<file path="src/rtl/mtep_pkg.sv">
// Package: shared types and constants of the MIDI track event parser.
package mtep_pkg;

  // Longest length quantity decoded, in bytes (1 to 4).
  localparam int unsigned VLQ_MAX_BYTES = 4;

  localparam logic [7:0] ST_META       = 8'hFF;
  localparam logic [7:0] ST_SYSEX      = 8'hF0;
  localparam logic [7:0] ST_SYSEX_ESC  = 8'hF7;
  localparam logic [7:0] META_TEMPO    = 8'h51;
  localparam logic [3:0] HI_NOTE_OFF   = 4'h8;
  localparam logic [3:0] HI_NOTE_ON    = 4'h9;
  localparam logic [3:0] HI_POLY_PRESS = 4'hA;
  localparam logic [3:0] HI_CONTROL    = 4'hB;
  localparam logic [3:0] HI_PITCH_BEND = 4'hE;
  localparam logic [27:0] TEMPO_LEN    = 28'd3;

  localparam logic KIND_NOTE  = 1'b0;
  localparam logic KIND_TEMPO = 1'b1;

  typedef enum logic [2:0] {
    PH_DELTA  = 3'd0,
    PH_STATUS = 3'd1,
    PH_MTYPE  = 3'd2,
    PH_LEN    = 3'd3,
    PH_TEMPO  = 3'd4,
    PH_SKIP   = 3'd5,
    PH_DATA1  = 3'd6,
    PH_DATA2  = 3'd7
  } phase_t;

  typedef struct packed {
    phase_t      phase;
    logic [7:0]  run_status;
    logic [31:0] tick_total;
    logic [27:0] vlq_value;
    logic [1:0]  vlq_count;
    logic [27:0] skip_remaining;
    logic [7:0]  event_status;
    logic [7:0]  first_data;
    logic [7:0]  meta_kind;
    logic [23:0] tempo_gather;
  } parse_state_t;

  localparam parse_state_t STATE_RESET = '{
    phase:          PH_DELTA,
    run_status:     8'd0,
    tick_total:     32'd0,
    vlq_value:      28'd0,
    vlq_count:      2'd0,
    skip_remaining: 28'd0,
    event_status:   8'd0,
    first_data:     8'd0,
    meta_kind:      8'd0,
    tempo_gather:   24'd0
  };

  typedef struct packed {
    logic        valid;
    logic        event_kind;
    logic [31:0] event_tick;
    logic [7:0]  note_number;
    logic [7:0]  note_velocity;
    logic [23:0] tempo_micros;
  } event_result_t;

endpackage

</file>
<file path="src/rtl/mtep_ifs.sv">
// Interfaces: byte input channel and event result channel.
interface mtep_in_if;
  logic       valid;
  logic       ready;
  logic [7:0] data_byte;
  logic       track_start;

  modport source (output valid, output data_byte, output track_start, input ready);
  modport sink   (input valid, input data_byte, input track_start, output ready);
endinterface

interface mtep_out_if;
  logic        valid;
  logic        ready;
  logic        event_kind;
  logic [31:0] event_tick;
  logic [7:0]  note_number;
  logic [7:0]  note_velocity;
  logic [23:0] tempo_micros;

  modport source (output valid, output event_kind, output event_tick, output note_number,
                  output note_velocity, output tempo_micros, input ready);
  modport sink   (input valid, input event_kind, input event_tick, input note_number,
                  input note_velocity, input tempo_micros, output ready);
endinterface

</file>
<file path="src/rtl/midi_track_event_parser_core.sv">
// Top level: byte-serial MIDI track event parser with registered input and result.
//
//  channel  direction  handshake      payload
//  in_if    sink       valid/ready    data_byte[7:0], track_start
//  out_if   source     valid/ready    event_kind, event_tick[31:0], note_number[7:0],
//                                     note_velocity[7:0], tempo_micros[23:0]
//
// One byte per cycle sustained unless a result is held; a byte's event follows the input and result registers.
// The parse step sits between the input register and the result register; the
// parser state updates as the registered byte moves into the result stage.
// Synchronous active-low reset returns the parser to the delta-time phase with zero state.
// A held result stalls the input register only; input ready drops once both are full.
module midi_track_event_parser_core (
  input logic        clk,
  input logic        rst_n,
  mtep_in_if.sink    in_if,
  mtep_out_if.source out_if
);
  import mtep_pkg::*;

  logic          s1_valid_r;
  logic [7:0]    s1_byte_r;
  logic          s1_start_r;
  parse_state_t  state_r;
  parse_state_t  state_nxt;
  event_result_t step_res;
  event_result_t out_r;
  logic          out_free;
  logic          s1_fire;

  assign out_free    = !out_r.valid || out_if.ready;
  assign s1_fire     = s1_valid_r && out_free;
  assign in_if.ready = !s1_valid_r || out_free;

  mtep_step u_step (
    .state_i     (state_r),
    .data_byte   (s1_byte_r),
    .track_start (s1_start_r),
    .state_o     (state_nxt),
    .result_o    (step_res)
  );

  always_ff @(posedge clk) begin
    if (!rst_n) begin
      s1_valid_r <= 1'b0;
    end else if (in_if.ready) begin
      s1_valid_r <= in_if.valid;
    end
  end

  always_ff @(posedge clk) begin
    if (in_if.valid && in_if.ready) begin
      s1_byte_r  <= in_if.data_byte;
      s1_start_r <= in_if.track_start;
    end
  end

  always_ff @(posedge clk) begin
    if (!rst_n) begin
      state_r <= STATE_RESET;
    end else if (s1_fire) begin
      state_r <= state_nxt;
    end
  end

  // hold the result until the transaction completes
  always_ff @(posedge clk) begin
    if (!rst_n) begin
      out_r.valid <= 1'b0;
    end else if (out_free) begin
      out_r.valid <= s1_fire && step_res.valid;
    end
    if (s1_fire && step_res.valid) begin
      out_r.event_kind    <= step_res.event_kind;
      out_r.event_tick    <= step_res.event_tick;
      out_r.note_number   <= step_res.note_number;
      out_r.note_velocity <= step_res.note_velocity;
      out_r.tempo_micros  <= step_res.tempo_micros;
    end
  end

  assign out_if.valid         = out_r.valid;
  assign out_if.event_kind    = out_r.event_kind;
  assign out_if.event_tick    = out_r.event_tick;
  assign out_if.note_number   = out_r.note_number;
  assign out_if.note_velocity = out_r.note_velocity;
  assign out_if.tempo_micros  = out_r.tempo_micros;

  a_tempo_fields: assert property (@(posedge clk) disable iff (!rst_n)
    (out_if.valid && out_if.event_kind == KIND_TEMPO)
      |-> (out_if.note_number == 8'd0 && out_if.note_velocity == 8'd0))
    else $error("tempo event carries note fields");

  a_note_fields: assert property (@(posedge clk) disable iff (!rst_n)
    (out_if.valid && out_if.event_kind == KIND_NOTE)
      |-> (out_if.note_velocity != 8'd0 && out_if.tempo_micros == 24'd0))
    else $error("note event with zero velocity or tempo data");

  a_tick_monotonic: assert property (@(posedge clk) disable iff (!rst_n)
    (s1_fire && !s1_start_r) |=> (state_r.tick_total >= $past(state_r.tick_total)))
    else $error("tick total decreased within a track");

  a_stall_blocks_input: assert property (@(posedge clk) disable iff (!rst_n)
    (out_if.valid && !out_if.ready && s1_valid_r) |-> !in_if.ready)
    else $error("input taken while both stages are held");

endmodule

</file>
<file path="src/rtl/mtep_step.sv">
// Parse step: next parser state and optional event for one track byte.
module mtep_step (
  input  mtep_pkg::parse_state_t  state_i,
  input  logic [7:0]              data_byte,
  input  logic                    track_start,
  output mtep_pkg::parse_state_t  state_o,
  output mtep_pkg::event_result_t result_o
);
  import mtep_pkg::*;

  parse_state_t cur;
  logic         is_status;
  logic [7:0]   st;
  logic [27:0]  vlq_shift;
  logic [2:0]   count_inc;
  logic         vlq_more;
  logic [32:0]  tick_sum;
  logic [27:0]  skip_dec;
  logic         tempo_len;
  logic         two_byte;

  always_comb begin
    cur       = track_start ? STATE_RESET : state_i;
    is_status = data_byte[7];
    st        = is_status ? data_byte : cur.run_status;
    vlq_shift = {cur.vlq_value[20:0], data_byte[6:0]};
    count_inc = {1'b0, cur.vlq_count} + 3'd1;
    vlq_more  = data_byte[7] && (count_inc < 3'(VLQ_MAX_BYTES));
    tick_sum  = {1'b0, cur.tick_total} + {5'd0, vlq_shift};
    skip_dec  = cur.skip_remaining - 28'd1;
    tempo_len = (cur.event_status == ST_META) && (cur.meta_kind == META_TEMPO)
                && (vlq_shift == TEMPO_LEN);
    two_byte  = (st[7:4] == HI_NOTE_OFF) || (st[7:4] == HI_NOTE_ON)
                || (st[7:4] == HI_POLY_PRESS) || (st[7:4] == HI_CONTROL)
                || (st[7:4] == HI_PITCH_BEND);

    state_o  = cur;
    result_o = '0;

    case (cur.phase)
      PH_DELTA: begin
        if (vlq_more) begin
          state_o.vlq_value = vlq_shift;
          state_o.vlq_count = count_inc[1:0];
        end else begin
          state_o.tick_total = tick_sum[32] ? 32'hFFFF_FFFF : tick_sum[31:0];
          state_o.vlq_value  = 28'd0;
          state_o.vlq_count  = 2'd0;
          state_o.phase      = PH_STATUS;
        end
      end
      PH_STATUS: begin
        if (is_status) state_o.run_status = data_byte;
        state_o.event_status = st;
        state_o.vlq_value    = 28'd0;
        state_o.vlq_count    = 2'd0;
        if (st == ST_META) begin
          if (is_status) begin
            state_o.phase = PH_MTYPE;
          end else begin
            state_o.meta_kind = data_byte;
            state_o.phase     = PH_LEN;
          end
        end else if (two_byte) begin
          if (is_status) begin
            state_o.phase = PH_DATA1;
          end else begin
            state_o.first_data = data_byte;
            state_o.phase      = PH_DATA2;
          end
        end else if ((st == ST_SYSEX) || (st == ST_SYSEX_ESC)) begin
          // a data byte here is a complete one-byte length
          if (is_status) begin
            state_o.phase = PH_LEN;
          end else if (data_byte[6:0] == 7'd0) begin
            state_o.phase = PH_DELTA;
          end else begin
            state_o.skip_remaining = {21'd0, data_byte[6:0]};
            state_o.phase          = PH_SKIP;
          end
        end else begin
          if (is_status) begin
            state_o.skip_remaining = 28'd1;
            state_o.phase          = PH_SKIP;
          end else begin
            state_o.phase = PH_DELTA;
          end
        end
      end
      PH_MTYPE: begin
        state_o.meta_kind = data_byte;
        state_o.vlq_value = 28'd0;
        state_o.vlq_count = 2'd0;
        state_o.phase     = PH_LEN;
      end
      PH_LEN: begin
        if (vlq_more) begin
          state_o.vlq_value = vlq_shift;
          state_o.vlq_count = count_inc[1:0];
        end else begin
          state_o.vlq_value = 28'd0;
          state_o.vlq_count = 2'd0;
          if (tempo_len) begin
            state_o.tempo_gather   = 24'd0;
            state_o.skip_remaining = TEMPO_LEN;
            state_o.phase          = PH_TEMPO;
          end else if (vlq_shift == 28'd0) begin
            state_o.phase = PH_DELTA;
          end else begin
            state_o.skip_remaining = vlq_shift;
            state_o.phase          = PH_SKIP;
          end
        end
      end
      PH_TEMPO: begin
        state_o.tempo_gather   = {cur.tempo_gather[15:0], data_byte};
        state_o.skip_remaining = skip_dec;
        if (skip_dec == 28'd0) begin
          result_o.valid        = 1'b1;
          result_o.event_kind   = KIND_TEMPO;
          result_o.event_tick   = cur.tick_total;
          result_o.tempo_micros = {cur.tempo_gather[15:0], data_byte};
          state_o.phase         = PH_DELTA;
        end
      end
      PH_SKIP: begin
        state_o.skip_remaining = skip_dec;
        if (skip_dec == 28'd0) state_o.phase = PH_DELTA;
      end
      PH_DATA1: begin
        state_o.first_data = data_byte;
        state_o.phase      = PH_DATA2;
      end
      PH_DATA2: begin
        // note-on with zero velocity counts as note-off: drop it
        if ((cur.event_status[7:4] == HI_NOTE_ON) && (data_byte != 8'd0)) begin
          result_o.valid         = 1'b1;
          result_o.event_kind    = KIND_NOTE;
          result_o.event_tick    = cur.tick_total;
          result_o.note_number   = cur.first_data;
          result_o.note_velocity = data_byte;
        end
        state_o.phase = PH_DELTA;
      end
      default: begin
        state_o.phase = PH_DELTA;
      end
    endcase
  end

endmodule

</file>
<file path="src/flat_wrapper.sv">
// flat-port wrapper written by rule: the top's interface ports become plain ports
module midi_track_event_parser_core_flat import mtep_pkg::*;
  (clk, rst_n, in_if_valid, in_if_data_byte, in_if_track_start, in_if_ready, out_if_valid, out_if_event_kind, out_if_event_tick, out_if_note_number, out_if_note_velocity, out_if_tempo_micros, out_if_ready);
  mtep_in_if in_if_i ();
  mtep_out_if out_if_i ();
  input logic clk;
  input logic rst_n;
  input wire logic [$bits(in_if_i.valid)-1:0] in_if_valid;
  input wire logic [$bits(in_if_i.data_byte)-1:0] in_if_data_byte;
  input wire logic [$bits(in_if_i.track_start)-1:0] in_if_track_start;
  output wire logic [$bits(in_if_i.ready)-1:0] in_if_ready;
  output wire logic [$bits(out_if_i.valid)-1:0] out_if_valid;
  output wire logic [$bits(out_if_i.event_kind)-1:0] out_if_event_kind;
  output wire logic [$bits(out_if_i.event_tick)-1:0] out_if_event_tick;
  output wire logic [$bits(out_if_i.note_number)-1:0] out_if_note_number;
  output wire logic [$bits(out_if_i.note_velocity)-1:0] out_if_note_velocity;
  output wire logic [$bits(out_if_i.tempo_micros)-1:0] out_if_tempo_micros;
  input wire logic [$bits(out_if_i.ready)-1:0] out_if_ready;
  assign in_if_i.valid = in_if_valid;
  assign in_if_i.data_byte = in_if_data_byte;
  assign in_if_i.track_start = in_if_track_start;
  assign in_if_ready = in_if_i.ready;
  assign out_if_valid = out_if_i.valid;
  assign out_if_event_kind = out_if_i.event_kind;
  assign out_if_event_tick = out_if_i.event_tick;
  assign out_if_note_number = out_if_i.note_number;
  assign out_if_note_velocity = out_if_i.note_velocity;
  assign out_if_tempo_micros = out_if_i.tempo_micros;
  assign out_if_i.ready = out_if_ready;
  midi_track_event_parser_core u_core (.clk(clk), .rst_n(rst_n), .in_if(in_if_i), .out_if(out_if_i));
endmodule
</file>
<file path="config.mk">
export PLATFORM = sky130hd
export DESIGN_NAME = midi_track_event_parser_core_flat
export DESIGN_NICKNAME = d
export VERILOG_FILES = /design/src/rtl/mtep_pkg.sv /design/src/rtl/mtep_ifs.sv /design/src/rtl/midi_track_event_parser_core.sv /design/src/rtl/mtep_step.sv /design/src/flat_wrapper.sv
export SDC_FILE = /design/constraint.sdc
export NUM_CORES = 1
export LEC_CHECK = 0
export ABC_AREA = 0
export BUFFER_PORTS_ARGS = -buffer_cell sky130_fd_sc_hd__buf_4
export CAP_MARGIN = 20
export CORE_MARGIN = 3
export CORE_UTILIZATION = 61
export CTS_CLUSTER_DIAMETER = 40
export DETAILED_ROUTE_END_ITERATION = 10
export MAX_ROUTING_LAYER = met4
export PLACE_DENSITY_LB_ADDON = 0.05
export SETUP_SLACK_MARGIN = 0.1
export SYNTH_ARGS = -nofsm -noshare
export SYNTH_HDL_FRONTEND = slang
export SYNTH_SLANG_ARGS = --single-unit
</file>
<file path="constraint.sdc">
create_clock -name clk -period 10.27 [get_ports clk]
set_input_delay 0.5135 -clock clk [delete_from_list [all_inputs] [get_ports clk]]
set_output_delay 0.5135 -clock clk [all_outputs]
set_load 0.01 [all_outputs]
</file>
==> key figures, run 1 <==
Clock network
  – CTS Hold Bufs: 0
  – PostCTS Resize Cnt: 0
  – H-tree depth: 1
  – TritonCTS buffer count: 30
  – Clk sinks: 218
  – Root Driver: clkbuf_16
  – Postcts setup bufs: 0
  – Clock transition at path regs: 0.06 ns
  – Bufs on Longest Clock Path: 3
  – TritonCTS clock tree: yes
  – Clock Latency Late Sink: 0.56 ns

Die
  – Core area: 19590 µm²
  – Starting Density: 62.39%
  – Rows: 51
  – Die Height: 147.6 µm
  – Die area: 21770 µm²
  – IO Count: 88
  – Chip Width: 147.6 µm

Critical path
  – CP required: 10.44 ns
  – Worst Setup SP: u_core.s1_start_r$_DFFE_PP_
  – Worst Setup Start Kind: register
  – Critical Path Sink Type: register
  – End of the critical path: u_core.out_if.tempo_micros[7]$_SDFFCE_PP0P_
  – WS Path Type: reg2reg
  – FF-to-FF path depth: 16
  – Worst flop-to-flop path endpoint: u_core.out_if.tempo_micros[7]$_SDFFCE_PP0P_
  – RR Startpoint: u_core.s1_start_r$_DFFE_PP_
  – CP Data Arrival Time: 5.80 ns
  – Reg2Reg Setup Slack: 4.64 ns
  – CP max FO: 66

STA
  – Fin. Hold Viols: 0
  – TNS Setup: 0 ns
  – Min cycle time layout: 5.629 ns
  – Fin Hold WS: 0.1317 ns
  – Final setup vio count: 0
  – Fin worst setup slack: 4.641 ns
  – Clk_skew: 0.01242 ns
  – RSZ-0062 raised after global routing: false
  – Fin. max-slew vios: 0
  – Max frequency: 0.1777 GHz
  – Relative slew slack: 27.77%
  – Slew of the pin with the lowest slew margin: 1.076 ns
  – Final period util: 54.81%

Hold path
  – Class of the worst hold path: in2reg
  – Hold Startpoint: in_if_data_byte[3]

Drt
  – Wire per inst: 20.04 µm
  – DR vias: 11072
  – Detailed Route WL: 34.81 mm
  – Drt first pass iters: 6
  – DRC viols: 0
  – Initial DRC count: 1239
  – Vias/cell: 6.374
  – Antenna viol nets, final: 0

Cells and area
  – Area Overhead vs Synth: 14.75%
  – Final instance area: 14030 µm²
  – Final #Nets: 1493
  – Inserted Diodes: 0
  – Layout cells sized above 1: 13.18%
  – Fillers: 1502

GRT
  – Vias in the first global route: 10250
  – First-pass GRT wire length: 55.91 mm
  – GRT Total Usage: 32.35%
  – Largest net degree at the start of global routing: 83
  – Gr ovfl total: 0
  – Antenna violations before repair: 0

Synth
  – Post-synth ARST share: 0%
  – Synth Flop Type: dfxtp_1
  – Cell Area, Synth: 12220 µm²
  – Yosys reg bits: 218
  – Cells after Synth: 1401
  – Avg Inst Size Synth: 8.724 µm²
  – Syn Nets: 1446
  – EDFF count, synth: 82
  – Seq/Total Area, Yosys: 42.42%
  – Unique cell type count in the Yosys netlist: 83
  – YS warnings: 0

Power
  – Peak VDD IR: 0.0001531 V
  – Power Density: 153.5 nW/µm²
  – P_leak: 5.046 nW

Place
  – Pre-CTS WS: 4.682 ns
  – Port bufs: 87
  – DP HPWL: 23.16 mm
  – Placed cell area: 12980 µm²
  – GPL Wtd Cong: 0.9422

Outcome
  – Status: completed

Flow run
  – Maxcap violations: 0
-- metrics by stage --
| step | cells | util, % | power (mW) |
|---|---|---|---|
| floorplan | 1401 | - | 1.061 |
| global placement | 1679 | 66.21 | 1.110 |
| detailed placement | 1680 | 66.26 | 1.111 |
| CTS | 1736 | 71.57 | 2.154 |
| global route | 1737 | 71.60 | 2.215 |
| finish | 1737 | 71.60 | 2.152 |
-- worst max-delay path, stage by stage, from the launching register on --
cell	delay, ns
edfxtp_1	0.32
buf_4	0.47
nor2b_1	0.21
inv_1	0.15
ha_1	0.76
nor2b_1	0.50
a31oi_1	0.15
o21ai_0	0.15
nand4_1	0.15
nor4_1	0.29
nand4_1	0.20
nor4b_4	0.28
buf_4	0.28
nor2_2	0.05
buf_4	0.25
nor2_4	0.25
buf_4	0.64
-- layout make-up --
class / count / area [µm²] / area share, %
clock buffers: 32 / 758.2 / 5.406
clock inverters: 24 / 281.5 / 2.007
inverters: 27 / 101.3 / 0.7226
multi-input cells: 1065 / 6571 / 46.85
flip-flops and latches: 218 / 5185 / 36.97
well taps: 265 / 331.6 / 2.364
repair buffers: 106 / 797.0 / 5.682
-- report_power, final --
part	switching, mW	total (mW)	internal [mW]
combinational	0.118	0.180	0.0613
clock	0.424	1.05	0.629
sequential	0.0170	0.920	0.903
total	0.559	2.15	1.59
-- flip-flops by register name, indices dropped and copies added, names as in the netlist --
register                     flops
u_core.s1_start_r                1
u_core.out_if.event_tick        32
u_core.out_if.event_kind         1
u_core.out_if.valid              1
u_core.out_if.tempo_micros      24
u_core.s1_valid_r                1
u_core.out_if.note_velocity      8
u_core.s1_byte_r                 8
u_core.out_if.note_number        8
u_core.state_r                 134
-- cell usage after synthesis, types with 9 or more instances --
cell type    n  share of area, %
a21boi_0    27               1.7
nor2_1      74               2.3
inv_1       26              0.80
clkbuf_1    79               2.4
a211oi_1    12              0.74
a22oi_1     42               2.6
nor2b_1    119               6.1
ha_1        31               3.2
a31oi_1     14              0.72
nand4_1     18              0.92
nand3_1     47               1.9
nor3_1      20              0.82
and2_1      49               2.5
edfxtp_1    82                20
a21o_1      15              0.92
nor4_1      14              0.72
o21a_1      10              0.61
dfxtp_1    136                22
o22ai_1     16              0.82
or3_1        9              0.46
nand2_1    148               4.5
xor2_1      16               1.1
a21oi_1    114               4.7
xnor2_1     14               1.0
o21ai_0     82               3.4
o211ai_1    14              0.86
nand2b_1    13              0.67
and3_1      16              0.82
-- metal layers --
metal | share of wire [%] | up-vias | GRT usage [%] | wire length, µm
li1 | - | 5212 | - | -
met1 | 43 | 5217 | 43.94 | 15020
met2 | 46 | 565 | 50.97 | 15880
met3 | 8.4 | 78 | 4.231 | 2919
met4 | 2.8 | 0 | 10.16 | 990
met5 | 0 | - | - | 0
-- logic make-up after synthesis --
kind of cell               share of synthesized area (%)
DFF                                                42.42
xor gates and xnor gates                           2.150
and+or+nand+nor                                    25.17
muxes                                             0.5220
AOI/OAI and AO/OA                                  22.52
adders and majority gates                          3.337
buffers and inverters                              3.879
-- how the worst min path moves through the flow --
stage | to | slack, ns | cells past startpoint
final | u_core.s1_byte_r[3]$_DFFE_PP_ | 0.13 | 1
after global routing | u_core.s1_byte_r[3]$_DFFE_PP_ | 0.12 | 1
after CTS | u_core.s1_byte_r[3]$_DFFE_PP_ | 0.12 | 1
after detailed placement | u_core.state_r[42]$_SDFFE_PN0P_ | 0.45 | 2
after global placement | u_core.state_r[43]$_SDFFE_PN0P_ | 0.45 | 2
after floorplan | u_core.state_r[43]$_SDFFE_PN0P_ | 0.44 | 2
-- layout by cell type (no fill, tap or decap), types with 9 or more instances in the layout --
cell type / count
nand3_1: 47
o211ai_1: 14
ha_1: 31
a22oi_1: 42
edfxtp_1: 82
a21boi_0: 27
and3_1: 16
nor2b_1: 119
nand4_1: 18
xor2_1: 16
a31oi_1: 14
a21o_1: 15
nor2_1: 73
nand2b_1: 13
nand2_1: 148
and2_1: 49
o21ai_0: 82
o22ai_1: 16
inv_1: 26
nor3_1: 20
clkbuf_16: 30
o21a_1: 10
dfxtp_1: 136
buf_4: 104
a211oi_1: 12
a21oi_1: 114
or3_1: 9
xnor2_1: 14
nor4_1: 14
Note: power is estimated with default switching activity, not from simulation.
==> run 2: changes to the inputs <==
--- a/config.mk
+++ b/config.mk
@@ -5,11 +5,11 @@
 export SDC_FILE = /design/constraint.sdc
 export NUM_CORES = 1
 export LEC_CHECK = 0
-export ABC_AREA = 0
+export ABC_AREA = 1
 export BUFFER_PORTS_ARGS = -buffer_cell sky130_fd_sc_hd__buf_4
 export CAP_MARGIN = 20
 export CORE_MARGIN = 3
-export CORE_UTILIZATION = 61
+export CORE_UTILIZATION = 56
 export CTS_CLUSTER_DIAMETER = 40
 export DETAILED_ROUTE_END_ITERATION = 10
 export MAX_ROUTING_LAYER = met4
==> constraint.sdc (replaced) <==
create_clock -name clk -period 4.9 [get_ports clk]
set_input_delay 0.245 -clock clk [delete_from_list [all_inputs] [get_ports clk]]
set_output_delay 0.245 -clock clk [all_outputs]
set_load 0.01 [all_outputs]
==> run 2 against run 1 <==
Cell count rose by 34%. Die area rose by 17%. Final area rose by 8.6%. Critical path depth rose by 3. Global-route usage fell by 0.55 points. Largest cell class unchanged. Clock power rose by 120%. Setup slack got worse by 3.7 ns. Critical endpoint is now u_core.state_r[124]$_SDFFE_PN0P_. Critical path type unchanged.
==> key figures, run 2 <==
Cells and area
  – Multi-input combinational cell area: 6819 µm² (+3.8%)
  – Inserted Diodes: 0 (unchanged)
  – Largest register FFs: 134 (unchanged)
  – Final #Nets: 2036 (+36%)
  – Layout cells sized above 1: 10.22% (-3.0 points)
  – Post-Layout Cell Count: 2329 (+34%)
  – Most common cell after layout, fill and taps aside: nand2_1
  – Most frequent cells in the layout: nand2_1 (541), inv_1 (217), nor2_1 (206)
  – Fillers: 2092 (+39%)
  – Final instance area: 15230 µm² (+8.6%)
  – Largest regs: u_core.state_r (134), u_core.out_if.event_tick (32), u_core.out_if.tempo_micros (24)
  – Area Overhead vs Synth: 15.04%
  – Reg area: 5185 µm² (unchanged)
  – Top reg by flops: u_core.state_r

STA
  – TNS Setup: 0 ns (unchanged)
  – Fin. Hold Viols: 0 (unchanged)
  – Final setup vio count: 0 (unchanged)
  – Clk_skew: 0.02246 ns (+0.01004 ns)
  – RSZ-0062 raised after global routing: false
  – Final period util: 79.88% (+25 points)
  – Fin worst setup slack: 0.9859 ns (-3.656 ns)
  – Slew of the pin with the lowest slew margin: 1.020 ns (-0.05596 ns)
  – Fin. max-slew vios: 0 (unchanged)
  – Fin Hold WS: 0.2164 ns (+0.08470 ns)
  – Max frequency: 0.2555 GHz (+44%)
  – Min cycle time layout: 3.914 ns (-1.714 ns)
  – Relative slew slack: 31.73% (+4.0 points)

Die
  – Die area: 25520 µm² (+17%)
  – IO Count: 88 (unchanged)
  – Starting Density: 57.78% (-4.6 points)
  – Die Height: 159.8 µm (+8.3%)
  – Chip Width: 159.8 µm (+8.3%)
  – Core area: 22920 µm² (+17%)
  – Rows: 55 (+7.8%)

Place
  – Port bufs: 87 (unchanged)
  – Pre-CTS WS: 1.032 ns (-3.650 ns)
  – DP HPWL: 28.04 mm (+21%)
  – Cell count after placement: 2260 (+35%)
  – Placed cell area: 14040 µm² (+8.2%)
  – GPL Wtd Cong: 0.9605 (+1.9%)

Drt
  – Initial DRC count: 1378 (+11%)
  – Antenna viol nets, final: 0 (unchanged)
  – DR vias: 13448 (+21%)
  – Detailed Route WL: 40.48 mm (+16%)
  – Drt first pass iters: 6 (unchanged)
  – Vias/cell: 5.774 (-9.4%)
  – Wire per inst: 17.38 µm (-13%)
  – DRC viols: 0 (unchanged)

GRT
  – Antenna violations before repair: 0 (unchanged)
  – Met2 Use GR: 49.81% (-1.2 points)
  – M1 GR Usage: 41.20% (-2.7 points)
  – Gr ovfl total: 0 (unchanged)
  – Vias in the first global route: 12513 (+22%)
  – Gr busiest metal: met2
  – GRT met3 Usage: 5.084% (+0.85 points)
  – First-pass GRT wire length: 65.12 mm (+16%)
  – Largest net degree at the start of global routing: 89 (+7.2%)
  – GRT Total Usage: 31.80% (-0.55 points)

Critical path
  – WS Path Type: reg2reg
  – Max stage delay cell, worst path: clkinv_2
  – Crit-path leading delay family: buffers and inverters
  – Worst Setup Start Kind: register
  – RR Startpoint: u_core.s1_start_r$_DFFE_PP_
  – Critical Path Sink Type: register
  – CP max FO: 47 (-29%)
  – CP Data Arrival Time: 4.32 ns (-1.48 ns)
  – CP peak stage delay: 0.38 ns (-0.38 ns)
  – CP required: 5.31 ns (-5.13 ns)
  – Critical Path Stages: 19 (+3)
  – Reg2Reg Setup Slack: 0.99 ns (-3.66 ns)
  – Worst path cell trace: clkinv_2 > buf_12 > buf_4 > nand2_1 > inv_1 > ha_1 > a21oi_1 > o21ai_0 > a21oi_1 > inv_1 > nand3_1 > nand3_1 > nand2_1 > a21boi_0 > nor2_2 > buf_4 > o21ai_0 > nand2_1 > a21oi_1
  – Worst flop-to-flop path endpoint: u_core.state_r[124]$_SDFFE_PN0P_
  – FF-to-FF path depth: 19 (+3)
  – Crit path buf inv count: 6 (+1)

Synth
  – Avg Inst Size Synth: 6.857 µm² (-21%)
  – Synth area leader: dfxtp_1
  – Seq/Total Area, Yosys: 39.16% (-3.3 points)
  – Syn Nets: 1976 (+37%)
  – Cell Area, Synth: 13240 µm² (+8.3%)
  – Synth Flop Type: dfxtp_1
  – EDFF count, synth: 82 (unchanged)
  – Cells after Synth: 1931 (+38%)
  – Unique cell type count in the Yosys netlist: 49 (-41%)
  – Post-synth top area share: 20.56% (-1.7 points)
  – Post-synth top cells: nand2_1 (542), inv_1 (218), nor2_1 (206)
  – YS warnings: 0 (unchanged)
  – Post-synth ARST share: 0% (unchanged)
  – Leading post-synthesis cells by cell area: dfxtp_1 (21%), edfxtp_1 (19%), nand2_1 (15%)
  – Yosys reg bits: 218 (unchanged)
  – Cell with the most instances after synthesis: nand2_1

Flow run
  – Maxcap violations: 0 (unchanged)

Clock network
  – Postcts setup bufs: 0 (unchanged)
  – TritonCTS buffer count: 31 (+3.3%)
  – Clock Latency Late Sink: 0.58 ns (+0.02 ns)
  – Root Driver: clkbuf_16
  – TritonCTS clock tree: yes
  – Clk sinks: 218 (unchanged)
  – Bufs on Longest Clock Path: 3 (unchanged)
  – Clock transition at path regs: 0.06 ns (about the same)
  – CTS Hold Bufs: 11 (+11)
  – H-tree depth: 1 (unchanged)
  – PostCTS Resize Cnt: 0 (unchanged)

Hold path
  – Hold Startpoint: rst_n
  – WHS Path Cells: 3 (+2)
  – Hold endpoint: u_core.state_r[10]$_SDFFE_PN0P_
  – Class of the worst hold path: in2reg

Power
  – Peak VDD IR: 0.0002811 V (+84%)
  – Power Density: 318.4 nW/µm² (+110%)
  – P_leak: 6.545 nW (+30%)

Outcome
  – Status: completed
==> run 2: cells by family (layout without fill, tap and decap cells) <==
| logic type | Yosys count | in the layout | synth area share (%) |
|---|---|---|---|
| simple gates | 942 | 942 | 29.56 |
| xor+xnor | 25 | 25 | 1.654 |
| buf+inv | 315 | 400 | 9.393 |
| flops | 218 | 218 | 39.16 |
| compound gates | 399 | 399 | 17.15 |
| fa+ha+maj | 32 | 32 | 3.081 |
==> run 2: tightest hold or removal path, stage by stage <==
cell and delay, ns:
buf_4 0.29, o21ai_0 0.15, a31oi_1 0.05
==> run 2: how the worst max path moves through the flow <==
| stage | startpoint | end | slack, ns |
|---|---|---|---|
| 2_1_floorplan | u_core.s1_start_r$_DFFE_PP_ | u_core.out_if.event_kind$_DFFE_PP_ | 1.13 |
| 5_1_grt | u_core.s1_start_r$_DFFE_PP_ | u_core.state_r[115]$_SDFFE_PN0P_ | 0.59 |
| 3_3_place_gp | u_core.s1_start_r$_DFFE_PP_ | u_core.state_r[124]$_SDFFE_PN0P_ | 1.15 |
| 6_report | u_core.s1_start_r$_DFFE_PP_ | u_core.state_r[124]$_SDFFE_PN0P_ | 0.99 |
| 3_5_place_dp | u_core.s1_start_r$_DFFE_PP_ | u_core.state_r[124]$_SDFFE_PN0P_ | 1.03 |
| 4_1_cts | u_core.s1_start_r$_DFFE_PP_ | u_core.state_r[124]$_SDFFE_PN0P_ | 1.03 |
==> run 2: per-layer routing <==
layer	vias up	share of wire (%)
li1	6507	-
met1	6177	42
met2	636	45
met3	128	8.6
met4	0	4.6
met5	-	0
==> run 2: report_power, final <==
part           total (mW)  switching [mW]  internal (mW)
sequential           1.97          0.0504           1.92
combinational       0.596           0.422          0.175
clock                2.28           0.902           1.38
==> run 2: cell type report <==
| class | count | share of cell area [%] |
|---|---|---|
| multi-input combinational | 1398 | 44.77 |
| tap | 313 | 2.571 |
| clock buffer | 35 | 5.323 |
| inverter | 230 | 5.685 |
| timing repair buffer | 112 | 5.865 |
| sequential | 218 | 34.04 |
| clock inverter | 23 | 1.742 |
==> run 2: per-stage QoR <==
stage	power (mW)	utilization [%]
6_report	4.850	66.46
2_1_floorplan	2.429	-
3_3_place_gp	2.576	61.29
3_5_place_dp	2.582	61.29
5_1_grt	5.032	66.46
4_1_cts	4.859	66.46
